### src/rtl/core/gfq_ram.sv
// ----------------------------------------------------------------------------
// gfq_ram
// Simple dual-port synchronous RAM, one write and one registered read port.
// ----------------------------------------------------------------------------
`timescale 1ns / 1ps
`default_nettype none
module gfq_ram #(
    parameter int W  = 8,
    parameter int D  = 16,
    parameter int AW = (D > 1) ? $clog2(D) : 1
) (
    input  wire logic          i_clk,
    input  wire logic          i_we,
    input  wire logic [AW-1:0] i_waddr,
    input  wire logic [W-1:0]  i_wdata,
    input  wire logic [AW-1:0] i_raddr,
    output logic      [W-1:0]  o_rdata
);

    logic [W-1:0] r_mem [D];

    always_ff @(posedge i_clk) begin
        if (i_we) begin
            r_mem[i_waddr] <= i_wdata;
        end
        o_rdata <= r_mem[i_raddr];
    end

endmodule
`default_nettype wire

### config.mk
export PLATFORM = sky130hd
export DESIGN_NAME = gfq_ram
export DESIGN_NICKNAME = d
export VERILOG_FILES = /design/src/rtl/core/gfq_ram.sv
export SDC_FILE = /design/constraint.sdc
export NUM_CORES = 1
export LEC_CHECK = 0
export ABC_AREA = 1
export BUFFER_PORTS_ARGS = -buffer_cell sky130_fd_sc_hd__buf_2
export CAP_MARGIN = 25
export CORE_MARGIN = 10
export CORE_UTILIZATION = 61
export CTS_CLUSTER_DIAMETER = 120
export DETAILED_ROUTE_END_ITERATION = 10
export PLACE_DENSITY = 0.79
export SLEW_MARGIN = 25
export SYNTH_ARGS = -nofsm -noshare
export SYNTH_HDL_FRONTEND = slang
export SYNTH_SLANG_ARGS = --single-unit
### constraint.sdc
create_clock -name i_clk -period 1.35 [get_ports i_clk]
set_clock_uncertainty 0.05 [all_clocks]
set_input_delay 0.0675 -clock i_clk [delete_from_list [all_inputs] [get_ports i_clk]]
set_output_delay 0.0675 -clock i_clk [all_outputs]
set_load 0.1 [all_outputs]
# Word-level counts from Yosys, hierarchy flattened
# Memory sizes are Yosys's and may differ from the RTL's. A register that Yosys moved wholly into a read port is not among the register bits.
# Cells that the tools add are included.
op_classes:
  n_addsub: 0
  mul: 0
  div_mod_pow: 0
  n_lt_le_gt_ge: 0
  n_eq_ne: 0
  shifts: 0
  n_mux: 2
  bitwise_logic: 0
  n_reduce_logical: 0
ops:
  columns: ["operator", "count"]
  rows:
  - ["$mux 1", 2]
word_totals:
  register_bits: 0
  latchBits: 0
  ram_bits: 128
  mem_bits_ro: 0
  n_memories: 1
memory_table:
  columns: ["memory", "words", "word_bits", "read_ports", "rd_ports_with_merged_regs", "wr", "line", "rtl"]
  rows:
  - ["r_mem", 16, 8, 1, 1, 1, "20", "logic [W-1:0] r_mem [D];"]

# Depth between registers and ports, before layout
depth:
  ltp_word: 2
  ltp_mapped: 8
  ltp_nobuf: 7

# Worst setup path after synthesis
# OpenSTA, ideal clock, no wires.
synth_timing:
  path_type: "in2reg"
  startpoint: "in i_waddr[2]"
  endpoint: "mem r_mem[10][0] (enable)"
  setup_time_ns: 0.370
  t_arrival_ns: 0.648
  required_ns: 0.930
  setup_slack_ns: 0.282
  stages: 2
  n_path_buf: 0
  path_cell_list: "nand3b_1 -> nor2_1"
synth_rtl:
  columns: ["element", "line", "rtl"]
  rows:
  - ["start: declaration", "14", "input wire logic [AW-1:0] i_waddr,"]
  - ["end: declaration", "20", null]
# No word-level cell before the write port.

# Final worst setup path
layout_timing:
  startpoint: "reg o_rdata[1] (read register of r_mem)"
  endpoint: "out o_rdata[1]"
layout_rtl:
  columns: ["element", "line", "rtl"]
  rows:
  - ["start: declaration", "17", "output logic [W-1:0] o_rdata"]
# No word-level cell between the ends.

==> flow_summary.yaml <==
cells_and_area:
  syn_to_final_growth_pct: 17.9
  drive_above_1_share_pct: 13.1
  nets: 624
  mostFrequentLayoutCells: "nand2_1 (173), edfxtp_1 (128), inv_1 (100), nand3_1 (97), buf_4 (27)"
  final_common_cell: "nand2_1"
  diodes: 0
pwr:
  p_int_uw: 7390
  clockPowerShare_pct: 43.0
  seq_power_share_pct: 48.5
  p_leak_uw: 0.00296
  swShare_pct: 24.5
  irDropWorstVdd_mv: 0.913
  combPwrFrac_pct: 8.5
  power.density_nw_per_um2: 1440
  switchingPower_uw: 2390
critical_path:
  path_cells: "buf_4"
  crit_required_ps: 1230
  max_stage_delay_ps: 350
  cp.arrival_ps: 1180
  crit_fanout: 1
  worst_setup_path_end_kind: "output port"
  path_class: "flop to output port"
  cp_slowest_cell: "dfxtp_1"
  cp-start-kind: "flop"
  critPathBufInv: 1
  crit_family: "flip-flops"
sta:
  final_max_slew_viol_count: 0
  fmax_mhz: 772
  maxSlewHeadroom_pct: 60.8
  fin_crit_sh_pct: 95.9
  rsz0062_at_grt: "no"
  hold_viol: 0
  tightest_slew_ps: 588
  final-setup-viol-count: 0
  holdWs_ps: 51.1
  setup_tns_ps: 0
  post-route-min-period_ps: 1290
synthesis:
  yosys_warnings: 0
  synth_seq_cells: 136
  post_synth.cell_area_avg_um2: 10.5
  syn-num-nets: 569
  seq_area_frac_synth_pct: 69.4
  synth.distinct_cells: 12
  synth_area_um2: 5770
  syn_inst: 551
die:
  die_w_um: 117
  core-area_um2: 9240
  io_pins: 26
  fp.dieH_um: 117
  rows: 35
  start_util_pct: 62.4
  fp.dieArea_um2: 13700
placed_design:
  io_buffer_count: 25
  place.gp.congestion: 0.834
  place_hpwl_um: 7670
run_status:
  outcome: "completed"
route:
  drc_errors: 0
  drt-initial-drc-count: 391
  via_per_inst: 5.33
  wl_per_cell_um: 17.3
  vias: 3985
  wirelength_um: 12900
  drtAntennaViolNets: 0
  drt-pass1-iter-count: 7
run:
  drv_cap: 0
global_route:
  grt_max_degree: 65
  grt_usage_pct: 20.2
  antenna_found_initial: 0
  grt_pass1_vias: 3969
  overflow: 0
  grt_pass1_wl_um: 20500
clock_tree:
  cts_buffers: 17
  cts_root_buffer: "clkbuf_8"
  clock_path_buffers: 2
  cts_setup_buffers: 0
  h-tree-depth: 4
  tritoncts: "yes"
  worstSkewPairLatency_ps: 520
  clock_sinks: 136
  path_clk_slew_ps: 60
hold_path:
  hold_path_class: "input port to flop"
worst paths after layout:
check | startpoint | end | slack, ps | cells after the start
max | o_rdata[1] | o_rdata[1] | 60 | 1
min | i_waddr[3] | r_mem[6][7] | 50 | 3
max reg2reg | r_mem[5][4] | o_rdata[4] | 240 | 6
min reg2reg | r_mem[10][7] | o_rdata[7] | 620 | 6
cells in the mapped netlist (all sizes together):
master,number,area share (%)
edfxtp,128,67
nand3b,2,0.26
nand3,97,8.4
nor2,17,1.1
buf,24,2.9
nand2,173,11
dfxtp,8,2.8
inv,102,6.6
power groups by stage:
stage / sequential [µW] / combinational, µW / clock (µW)
floorplan: 5030 / 333 / 0
global placement: 4830 / 760 / 0
detailed placement: 4830 / 777 / 0
CTS: 4750 / 824 / 4250
global route: 4750 / 899 / 4440
finish: 4750 / 832 / 4210
sequential cells by signal (all words and copies together), names as in the netlist:
name / flops
o_rdata: 8
r_mem: 128
through the flow:
stage	cells	area, µm²	setup WS (ps)	total power (µW)	util, %
2_1_floorplan	551	5770	282	5360	-
3_3_place_gp	704	6110	177	5590	66.1
3_5_place_dp	704	6110	134	5610	66.1
4_1_cts	748	6800	33.2	9830	73.6
5_1_grt	748	6800	36.3	10100	73.6
6_report	748	6800	55.4	9790	73.6
layout make-up:
type,count,area (µm²)
Fill cell,578,2440
Tap cell,129,161
Sequential cell,136,4000
Multi-Input combinational cell,289,1210
Clock buffer,18,418
Timing Repair Buffer,60,488
Clock inverter,14,129
Inverter,102,383
what timing repair did:
item,in CTS,in global routing
hold buffers,12,0
setup endpoints to repair,8,0
hold endpoints to repair,137,0
resized for setup,8,0
kinds of logic after synthesis:
| logic type | count (synthesis) | share of synthesized area, % |
|---|---|---|
| and+or+nand+nor | 289 | 21.0 |
| buffers and inverters | 126 | 9.52 |
| DFF | 136 | 69.4 |
metal layers:
metal	up-vias	part of all wire, %	wire (µm)	GRT usage [%]
met4	0	3.8	492	11.0
met3	37	8.2	1060	5.50
met2	190	49	6360	33.2
li1	1885	-	-	-
met1	1873	39	5000	23.8
met5	-	0	0	0
No activity file was read; power rests on OpenSTA's default activity.
